[src/hdl/satsched_pkg.sv]
// Shared types and constants for the shortest average turnaround scheduler.
// No dependencies.
package satsched_pkg;

  localparam int PROCESSES  = 4;
  localparam int HISTORY    = 8;
  localparam int TIME_WIDTH = 32;

  localparam int PROC_W     = (PROCESSES > 1) ? $clog2(PROCESSES) : 1;
  localparam int SLOT_W     = (HISTORY > 1) ? $clog2(HISTORY) : 1;
  localparam int CNT_W      = $clog2(HISTORY + 1);
  localparam int ADDR_W     = PROC_W + SLOT_W;
  localparam int DIV_STEP   = 8;
  localparam int DIV_CHUNKS = TIME_WIDTH / DIV_STEP;
  localparam int CHUNK_W    = (DIV_CHUNKS > 1) ? $clog2(DIV_CHUNKS) : 1;

  typedef enum logic [4:0] {
    S_IDLE = 5'b00001,
    S_READ = 5'b00010,
    S_DIV  = 5'b00100,
    S_ACC  = 5'b01000,
    S_PICK = 5'b10000
  } state_t;

  typedef enum logic {
    KIND_DONE    = 1'b0,
    KIND_PREEMPT = 1'b1
  } kind_t;

  typedef struct packed {
    logic        kind;
    logic [31:0] elapsed_us;
  } in_beat_t;

  typedef struct packed {
    logic [1:0]  next_process;
    logic [31:0] average_turnaround;
    logic [15:0] completed_count;
  } out_beat_t;

endpackage

[src/hdl/shortest_average_turnaround_scheduler.sv]
// Shortest average turnaround scheduler: history ring, per-sample divide, argmin.
// Depends on satsched_pkg.
// Each sample costs one history read, four 8-bit divide steps and one accumulate.
// Search walks the averages one compare per cycle; one beat in flight,
// the next beat may be taken in the strobe cycle. Reset: synchronous active low; clears
// counts, averages, ring pointers; history undefined.
module shortest_average_turnaround_scheduler (
  input  logic                   clk,
  input  logic                   rst_n,
  input  logic                   start,
  input  satsched_pkg::in_beat_t in_data,
  output logic                   busy,
  output logic                   out_valid,
  output satsched_pkg::out_beat_t out_data
);
  import satsched_pkg::*;

  state_t                state_r, state_nxt;
  logic [PROC_W-1:0]     cur_r, cur_nxt;
  logic [SLOT_W-1:0]     wslot_r [PROCESSES];
  logic [SLOT_W-1:0]     wslot_nxt [PROCESSES];
  logic [CNT_W-1:0]      filled_r [PROCESSES];
  logic [CNT_W-1:0]      filled_nxt [PROCESSES];
  logic [TIME_WIDTH-1:0] avg_r [PROCESSES];
  logic [TIME_WIDTH-1:0] avg_nxt [PROCESSES];
  logic [15:0]           jobs_r, jobs_nxt;
  logic [CNT_W-1:0]      k_r, k_nxt;
  logic [CHUNK_W-1:0]    chunk_r, chunk_nxt;
  logic [PROC_W-1:0]     pick_r, pick_nxt;
  logic [PROC_W-1:0]     best_r, best_nxt;
  logic                  have_r, have_nxt;
  logic                  out_valid_r, out_valid_nxt;

  logic [TIME_WIDTH-1:0] dvd_r, dvd_nxt;
  logic [CNT_W-1:0]      rem_r, rem_nxt;
  logic [TIME_WIDTH-1:0] acc_r, acc_nxt;
  logic [TIME_WIDTH-1:0] best_val_r, best_val_nxt;
  logic [TIME_WIDTH-1:0] res_avg_r, res_avg_nxt;
  out_beat_t             out_r, out_nxt;

  logic [TIME_WIDTH-1:0] hist_mem [2**ADDR_W];
  logic                  mem_we;
  logic [ADDR_W-1:0]     wr_addr, rd_addr;

  logic                  accept;
  logic [CNT_W-1:0]      n_cur;
  logic [CNT_W-1:0]      k_inc;
  logic [TIME_WIDTH-1:0] acc_sum;
  logic [TIME_WIDTH-1:0] pick_val;
  logic                  take;
  logic [PROC_W-1:0]     best_sel;

  assign accept    = start && (state_r == S_IDLE);
  assign busy      = (state_r != S_IDLE);
  assign out_valid = out_valid_r;
  assign out_data  = out_r;
  assign n_cur     = filled_r[cur_r];
  assign k_inc     = k_r + CNT_W'(1);
  assign acc_sum   = acc_r + dvd_r;
  assign pick_val  = avg_r[pick_r];
  assign take      = (pick_r != cur_r) && (!have_r || (pick_val <= best_val_r));
  assign best_sel  = take ? pick_r : best_r;
  assign mem_we    = accept && (in_data.kind == KIND_DONE);
  assign wr_addr   = {cur_r, wslot_r[cur_r]};
  assign rd_addr   = {cur_r, k_r[SLOT_W-1:0]};

  // radix-2 restoring divide by the fill count, DIV_STEP bits per cycle
  always_comb begin
    logic [CNT_W:0]        sh;
    logic                  q;
    logic [CNT_W-1:0]      rem_v;
    logic [TIME_WIDTH-1:0] dvd_v;
    rem_v = rem_r;
    dvd_v = dvd_r;
    for (int j = 0; j < DIV_STEP; j++) begin
      sh = {rem_v, dvd_v[TIME_WIDTH-1]};
      q  = (sh >= {1'b0, n_cur});
      if (q) begin
        sh = sh - {1'b0, n_cur};
      end
      rem_v = sh[CNT_W-1:0];
      dvd_v = {dvd_v[TIME_WIDTH-2:0], q};
    end
    rem_nxt = rem_v;
    dvd_nxt = dvd_v;
  end

  always_comb begin
    state_nxt     = state_r;
    cur_nxt       = cur_r;
    wslot_nxt     = wslot_r;
    filled_nxt    = filled_r;
    avg_nxt       = avg_r;
    jobs_nxt      = jobs_r;
    k_nxt         = k_r;
    chunk_nxt     = chunk_r;
    pick_nxt      = pick_r;
    best_nxt      = best_r;
    have_nxt      = have_r;
    out_valid_nxt = 1'b0;
    acc_nxt       = acc_r;
    best_val_nxt  = best_val_r;
    res_avg_nxt   = res_avg_r;
    out_nxt       = out_r;
    case (state_r)
      S_IDLE: begin
        if (accept) begin
          pick_nxt = '0;
          have_nxt = 1'b0;
          if (in_data.kind == KIND_DONE) begin
            wslot_nxt[cur_r] = (wslot_r[cur_r] == SLOT_W'(HISTORY - 1)) ? '0 :
                               wslot_r[cur_r] + SLOT_W'(1);
            if (filled_r[cur_r] < CNT_W'(HISTORY)) begin
              filled_nxt[cur_r] = filled_r[cur_r] + CNT_W'(1);
            end
            jobs_nxt  = jobs_r + 16'd1;
            k_nxt     = '0;
            acc_nxt   = '0;
            state_nxt = S_READ;
          end else begin
            if (filled_r[cur_r] == '0) begin
              avg_nxt[cur_r] = {1'b0, in_data.elapsed_us[TIME_WIDTH-1:1]};
            end
            state_nxt = S_PICK;
          end
        end
      end
      S_READ: begin
        chunk_nxt = '0;
        state_nxt = S_DIV;
      end
      S_DIV: begin
        chunk_nxt = chunk_r + CHUNK_W'(1);
        if (chunk_r == CHUNK_W'(DIV_CHUNKS - 1)) begin
          state_nxt = S_ACC;
        end
      end
      S_ACC: begin
        acc_nxt = acc_sum;
        k_nxt   = k_inc;
        if (k_inc == n_cur) begin
          avg_nxt[cur_r] = acc_sum;
          state_nxt      = S_PICK;
        end else begin
          state_nxt = S_READ;
        end
      end
      S_PICK: begin
        best_nxt = best_sel;
        if (take) begin
          best_val_nxt = pick_val;
          have_nxt     = 1'b1;
        end
        if (pick_r == cur_r) begin
          res_avg_nxt = pick_val;
        end
        pick_nxt = pick_r + PROC_W'(1);
        if (pick_r == PROC_W'(PROCESSES - 1)) begin
          out_valid_nxt              = 1'b1;
          out_nxt.next_process       = 2'(best_sel);
          out_nxt.average_turnaround = (pick_r == cur_r) ? pick_val : res_avg_r;
          out_nxt.completed_count    = jobs_r;
          cur_nxt                    = best_sel;
          state_nxt                  = S_IDLE;
        end
      end
      default: begin
        state_nxt = S_IDLE;
      end
    endcase
  end

  always_ff @(posedge clk) begin
    if (!rst_n) begin
      state_r     <= S_IDLE;
      cur_r       <= '0;
      jobs_r      <= '0;
      k_r         <= '0;
      chunk_r     <= '0;
      pick_r      <= '0;
      best_r      <= '0;
      have_r      <= 1'b0;
      out_valid_r <= 1'b0;
      for (int i = 0; i < PROCESSES; i++) begin
        wslot_r[i]  <= '0;
        filled_r[i] <= '0;
        avg_r[i]    <= '0;
      end
    end else begin
      state_r     <= state_nxt;
      cur_r       <= cur_nxt;
      jobs_r      <= jobs_nxt;
      k_r         <= k_nxt;
      chunk_r     <= chunk_nxt;
      pick_r      <= pick_nxt;
      best_r      <= best_nxt;
      have_r      <= have_nxt;
      out_valid_r <= out_valid_nxt;
      wslot_r     <= wslot_nxt;
      filled_r    <= filled_nxt;
      avg_r       <= avg_nxt;
    end
  end

  always_ff @(posedge clk) begin
    rem_r      <= (state_r == S_DIV) ? rem_nxt : '0;
    acc_r      <= acc_nxt;
    best_val_r <= best_val_nxt;
    res_avg_r  <= res_avg_nxt;
    out_r      <= out_nxt;
  end

  // history ring; read data lands in the dividend register
  always_ff @(posedge clk) begin
    if (mem_we) begin
      hist_mem[wr_addr] <= in_data.elapsed_us[TIME_WIDTH-1:0];
    end
    if (state_r == S_READ) begin
      dvd_r <= hist_mem[rd_addr];
    end else if (state_r == S_DIV) begin
      dvd_r <= dvd_nxt;
    end
  end

endmodule

[config.mk]
export PLATFORM = sky130hd
export DESIGN_NAME = shortest_average_turnaround_scheduler
export DESIGN_NICKNAME = d
export VERILOG_FILES = /design/src/hdl/satsched_pkg.sv /design/src/hdl/shortest_average_turnaround_scheduler.sv
export SDC_FILE = /design/constraint.sdc
export NUM_CORES = 2
export LEC_CHECK = 0
export ABC_AREA = 0
export BUFFER_PORTS_ARGS = -buffer_cell sky130_fd_sc_hd__buf_2
export CAP_MARGIN = 20
export CORE_ASPECT_RATIO = 0.6
export CORE_MARGIN = 4
export CORE_UTILIZATION = 30
export DETAILED_ROUTE_END_ITERATION = 6
export GPL_TIMING_DRIVEN = 0
export PLACE_DENSITY = 0.42
export SETUP_SLACK_MARGIN = 0.4
export SYNTH_ARGS = -nofsm -noshare
export SYNTH_HDL_FRONTEND = slang
export SYNTH_SLANG_ARGS = --single-unit
[constraint.sdc]
create_clock -name clk -period 12.4 [get_ports clk]
set_input_delay 1.86 -clock clk [delete_from_list [all_inputs] [get_ports clk]]
set_output_delay 1.86 -clock clk [all_outputs]
set_load 0.05 [all_outputs]
# Word-level counts from Yosys, hierarchy flattened
# Memory sizes are Yosys's and may differ from the RTL's.
# Index checks and enable logic that the tools add are counted.
# classes
add_sub_neg,15
magnitude_cmp,13
eq_ne,20
muxes,58
bitwise,3
n_reduce_logical,20
# op_table
cell,n
$mux 128,4
$bwmux 128,2
$mux 32,8
$pmux 128 s2,1
$bmux 32 s2,1
$demux 32 s2,1
$pmux 32 s2,1
$mux 4,13
$ge 5x4->1,8
$add 32x32->32,1
$le 32x32->1,1
$sub 4x4->4,8
$mux 5,5
$pmux 5 s5,1
$add 16x1->16 const B,1
$bwmux 16,1
$ne 2x2->1 const B,7
$bwmux 12,1
$mux 3,4
$reduce_and 3->1,4
$add 4x1->4 const B,2
$bmux 4 s2,1
$demux 4 s2,1
$pmux 2 s2,2
other kinds (33),50
# word_totals
reg_bits,373
ram_bits,1024
mem_count,1
# memory_table
memory,depth,word_bits,read_ports,rd_ports_with_merged_regs,write_ports,line,source
hist_mem,32,32,1,0,1,shortest_average_turnaround_scheduler.sv:41,logic [TIME_WIDTH-1:0] hist_mem [2**ADDR_W];

# Depth between registers and ports, before layout
# depth
ltp_word,21
depth_mapped,64
mapped_depth_nobuf,63

# Least setup slack after synthesis
# OpenSTA, ideal clock, no wires.
# synth_path
kind,reg-to-reg
from,reg cur_r[0]
to,"reg dvd_r[0], data pin"
t_arrival_ns,13.188
required_ns,12.143
slack_ns,-1.045
stages_incl_launch_ff,63
n_path_buf,1
period_less_slack_ns,13.445
path_cell_list,dfxtp_1 > buf_2 > mux4_2 > inv_1 > ha_1 > nor2b_1 > o31a_1 > nor4_2 > mux2_2 > inv_1 > ha_1 > nor2b_1 > o31a_1 > nor2b_1 > o31a_1 > mux2i_2 > ha_1 > a21oi_1 > [... 27 more ...] > mux2i_1 > ha_1 > o21ai_0 > nand2b_1 > a21o_1 > a21oi_1 > o41ai_1 > a31o_2 > or2_2 > a21oi_1 > ha_1 > a21o_1 > a21o_1 > a31o_2 > a21oi_1 > o21ai_2 > nor2_1 > nor2_1
# synth_via
elab_chain_len,21
word_cells_on_any_way,29
classes_between,7 x add/sub; 8 x order compare; 12 x mux; 1 x bitwise; 1 x memory
# synth_rtl
item,line,source
from (decl),shortest_average_turnaround_scheduler.sv:19,"logic [PROC_W-1:0] cur_r, cur_nxt;"
from (signal assigned),shortest_average_turnaround_scheduler.sv:191,cur_r <= cur_nxt;
$not 2->3 (not written as such),shortest_average_turnaround_scheduler.sv:57,assign n_cur = filled_r[cur_r];
$bmux 4 s2,shortest_average_turnaround_scheduler.sv:57,
$mux 4 (not written as such) (2 in a row),shortest_average_turnaround_scheduler.sv:57,
$sub 4x4->4 or $ge 5x4->1 (tied branches),"shortest_average_turnaround_scheduler.sv:79, shortest_average_turnaround_scheduler.sv:77",
$mux 4,shortest_average_turnaround_scheduler.sv:78,if (q) begin
$sub 4x4->4 or $ge 5x4->1 (tied branches),"shortest_average_turnaround_scheduler.sv:79, shortest_average_turnaround_scheduler.sv:77",
$mux 4,shortest_average_turnaround_scheduler.sv:78,
$sub 4x4->4 or $ge 5x4->1 (tied branches),"shortest_average_turnaround_scheduler.sv:79, shortest_average_turnaround_scheduler.sv:77",
[... 4 more ...],-,
$mux 4,shortest_average_turnaround_scheduler.sv:78,
$sub 4x4->4 or $ge 5x4->1 (tied branches),"shortest_average_turnaround_scheduler.sv:79, shortest_average_turnaround_scheduler.sv:77",
$mux 4,shortest_average_turnaround_scheduler.sv:78,
$sub 4x4->4 or $ge 5x4->1 (tied branches),"shortest_average_turnaround_scheduler.sv:79, shortest_average_turnaround_scheduler.sv:77",
$mux 4,shortest_average_turnaround_scheduler.sv:78,
$ge 5x4->1,shortest_average_turnaround_scheduler.sv:77,"q = (sh >= {1'b0, n_cur});"
$mux 32,shortest_average_turnaround_scheduler.sv:220,end else if (state_r == S_DIV) begin
$mux 32 *,shortest_average_turnaround_scheduler.sv:218,if (state_r == S_READ) begin
to (signal assigned),shortest_average_turnaround_scheduler.sv:219,dvd_r <= hist_mem[rd_addr];
to (signal assigned),shortest_average_turnaround_scheduler.sv:221,dvd_r <= dvd_nxt;
to (decl),shortest_average_turnaround_scheduler.sv:34,"logic [TIME_WIDTH-1:0] dvd_r, dvd_nxt;"
# Mark *: on every way between the ends. The rest lies on a longest branch, timed or not. The select of a mux whose other input is x is not followed.
# A chain may end at the register's enable or synchronous reset.

# Worst setup path in the final report
# Ends and elaborated chain as after synthesis.

==> results_dict.tcl <==
set metrics [dict create \
    use_met3_pct 4.80 \
    numCtsBuffers 146 \
    layout_common_cells "1202 x edfxtp_1, 297 x mux4_2, 200 x nand2_1" \
    via_per_inst 5.23 \
    first_global_vias 32400 \
    multi_input_area_um2 17200 \
    placed_area_um2 63600 \
    crit_required_ps 12880 \
    synth_ff_type "edfxtp_1" \
    leakage_nw 23.2 \
    grt_util_all_layers_pct 19.2 \
    cts_tree "built" \
    synth_nets 3456 \
    critical_path.startpoint_type "register" \
    synth-async-reset-ratio_pct 0 \
    slowest_delay_ps 570 \
    slew_violations 0 \
    crit_type "reg -> reg" \
    maxCapViolCount 0 \
    period_needed_ps 12330 \
    seq_area_frac_synth_pct 69.6 \
    hold_buffers 0 \
    wl_per_cell_um 30.5 \
    grt_max_degree 38 \
    grt_use_met2_pct 23.9 \
    ir_drop_mv 0.468 \
    netlist_instances 3305 \
    fin_crit_sh_pct 99.4 \
    area_delta_synth_final_pct 19.7 \
    rsz0062_at_grt "true" \
    tightest_slew_ps 1210 \
    cp_max_fo 5 \
    grt_pass1_wl_mm 268 \
    slowest_stage "mux4_2" \
    nFillCells 17900 \
    drive_gt1_share_pct 25.3 \
    num_rows 124 \
    antenna_found_initial 9 \
    cp.arrival_ps 12800 \
    yosysWarningCount 0 \
    use_met1_pct 32.7 \
    gr-max-usage-layer "met1" \
    ant_nets 0 \
    nets 3907 \
    io_buffer_count 86 \
    status "finished, final reports clean" \
    setup_viol 0 \
    die_y_um 347 \
    grt.overflow.total 0 \
    finalNonFillerCells 6380 \
    final-hold-violation-count 0 \
    cts_sinks 1397 \
    cp-end-kind "register" \
    synth-seq-cells 1397 \
    dr.pass1.iters 5 \
    final_common_cell "edfxtp_1" \
    clockBufferDepth 4 \
    wl_mm 195 \
    worstSkewPairLatency_ps 790 \
    synth_area_um2 57500 \
    die-area_um2 199000 \
    vias 33400 \
    clkTransAtPathRegs_ps 60 \
    initial_core_util_pct 30.2 \
    fin_skew_ps 60.6 \
    htreeDepth 4 \
    max-slew-margin-rel_pct 16.8 \
    dpl.cell_count 6052 \
    power_density_nw_per_um2 206 \
    place.gp.congestion 0.838 \
    hold_class "reg -> reg" \
    synth_edf_count 1202 \
    ios 88 \
    drc 0 \
    seq_area_um2 40000 \
    yosysUniqueCellTypes 67 \
    dieWidth_um 573 \
    hpwl_mm 140 \
    avgSynthCellArea_um2 17.4 \
    max_freq_ghz 0.0811 \
    core-area_um2 191000 \
    stdcell_area_um2 68900 \
    cts_root_buf "clkbuf_16" \
    crit_top_cell "ha_4" \
    drtIter0Drc 3833 \
]
-- cells in the mapped netlist (2+ instances only) --
cell type     n  area [um2]
nand4_1      15        93.8
clkbuf_1    113         424
o311a_1      12         120
o21ai_0      87         435
or3_1         3        18.8
xnor2_1      39         342
nand3_1      26         130
nor3b_1       2        15.0
a21oi_1      83         415
a211o_1       4        35.0
nand3b_1      5        37.5
nand2b_1     17         106
nor2b_1      33         206
nor4_1        3        18.8
a41oi_1       5        43.8
o22ai_1      62         388
o41ai_1       2        17.5
edfxtp_1   1202       36100
o21bai_1      4        30.0
o31a_1        6        52.6
mux2_1        2        22.5
o21a_1       18         135
a21boi_0     24         180
nor3_1       32         160
a21o_1       41         308
nand2_1     205         769
buf_1        59         221
mux4_2      297        6690
or2_2        18         113
and3_1       14        87.6
nor2_1      105         394
mux2_2       40         450
o211a_1      92         921
dfxtp_1     195        3900
xor2_1       25         219
o21ai_1       3        15.0
o211ai_1      3        22.5
ha_1        106        1330
fa_1          9         180
inv_1        74         278
a31o_2        4        35.0
mux2i_1     155        1550
a31oi_1       8        50.1
and2_1       23         144
a211oi_1      8        60.1
-- layer usage --
layer / vias to the layer above / part of all wire (%)
met1: 17900 / 53
met5: - / 0
met4: 0 / 1.3
li1: 14100 / -
met2: 1238 / 37
met3: 175 / 8.4
-- flip-flops by register name (all words and copies together), names as in the netlist --
| register | flops |
|---|---|
| avg_r | 128 |
| k_r | 4 |
| res_avg_r | 32 |
| pick_r | 2 |
| cur_r | 2 |
| best_r | 2 |
| have_r | 1 |
| chunk_r | 2 |
| state_r | 5 |
| rem_r | 4 |
| hist_mem | 1024 |
| out_data | 50 |
| acc_r | 32 |
| jobs_r | 16 |
| best_val_r | 32 |
| wslot_r | 12 |
| dvd_r | 32 |
| filled_r | 16 |
| out_valid | 1 |
-- final timing paths --
kind                                               from                      to  slack [ps]  cells past startpoint
worst min register to register  jobs_r[15]$_SDFFE_PN0P_  out_data[15]$_DFFE_PP_         460                      0
worst min-delay path            jobs_r[15]$_SDFFE_PN0P_  out_data[15]$_DFFE_PP_         460                      0
worst max register to register    cur_r[0]$_SDFFE_PN0P_      dvd_r[0]$_DFFE_PP_          70                     62
worst max-delay path              cur_r[0]$_SDFFE_PN0P_      dvd_r[0]$_DFFE_PP_          70                     62
-- timing repair --
action                                  in CTS  in global routing
endpoints found under the setup margin       7                  5
setup buffers                               58                 11
pin swaps                                   18                 11
gates resized for setup                     37                 14
-- power breakdown --
group	internal (mW)	switching, mW
Sequential	5.23	0.0360
Clock	2.28	1.87
Combinational	2.31	2.47
Total	9.82	4.37
-- cell families after synthesis --
family | share of synthesized area [%]
compound gates | 5.95
xor+xnor | 0.975
mux | 15.2
simple gates | 4.08
buf+inv | 1.61
fa+ha+maj | 2.62
flops | 69.6
-- layout make-up --
cell class | instances | area share, %
multi-input cells | 1661 | 25.0
clock inverters | 67 | 0.658
clock buffers | 182 | 5.58
diodes | 3 | 0.0109
inverters | 74 | 0.423
repair buffers | 304 | 4.63
well taps | 2520 | 4.58
plain buffers | 172 | 0.979
flip-flops and latches | 1397 | 58.1
-- stage by stage --
step | hold slack, ps | power (mW) | TNS (ps) | worst slack [ps] | util (%)
2_1_floorplan | 429 | 7.87 | -40.0 | -40.0 | -
3_5_place_dp | 437 | 8.77 | -15750 | -3060 | 33.4
5_1_grt | 484 | 14.9 | -1540 | -371 | 36.1
6_report | 465 | 14.2 | 0 | 73.6 | 36.1
4_1_cts | 459 | 13.9 | 0 | 252 | 36.0
3_3_place_gp | 449 | 8.76 | -15440 | -2990 | 32.2
-- critical path, delay by kind of cell (launching register included) --
| family | cells | cell delay, ps |
|---|---|---|
| buf+inv | 7 | 930 |
| compound gates | 25 | 4560 |
| flops | 1 | 330 |
| simple gates | 14 | 1760 |
| fa+ha+maj | 8 | 1830 |
| mux | 8 | 2630 |
(Power assumes the default switching activity.)
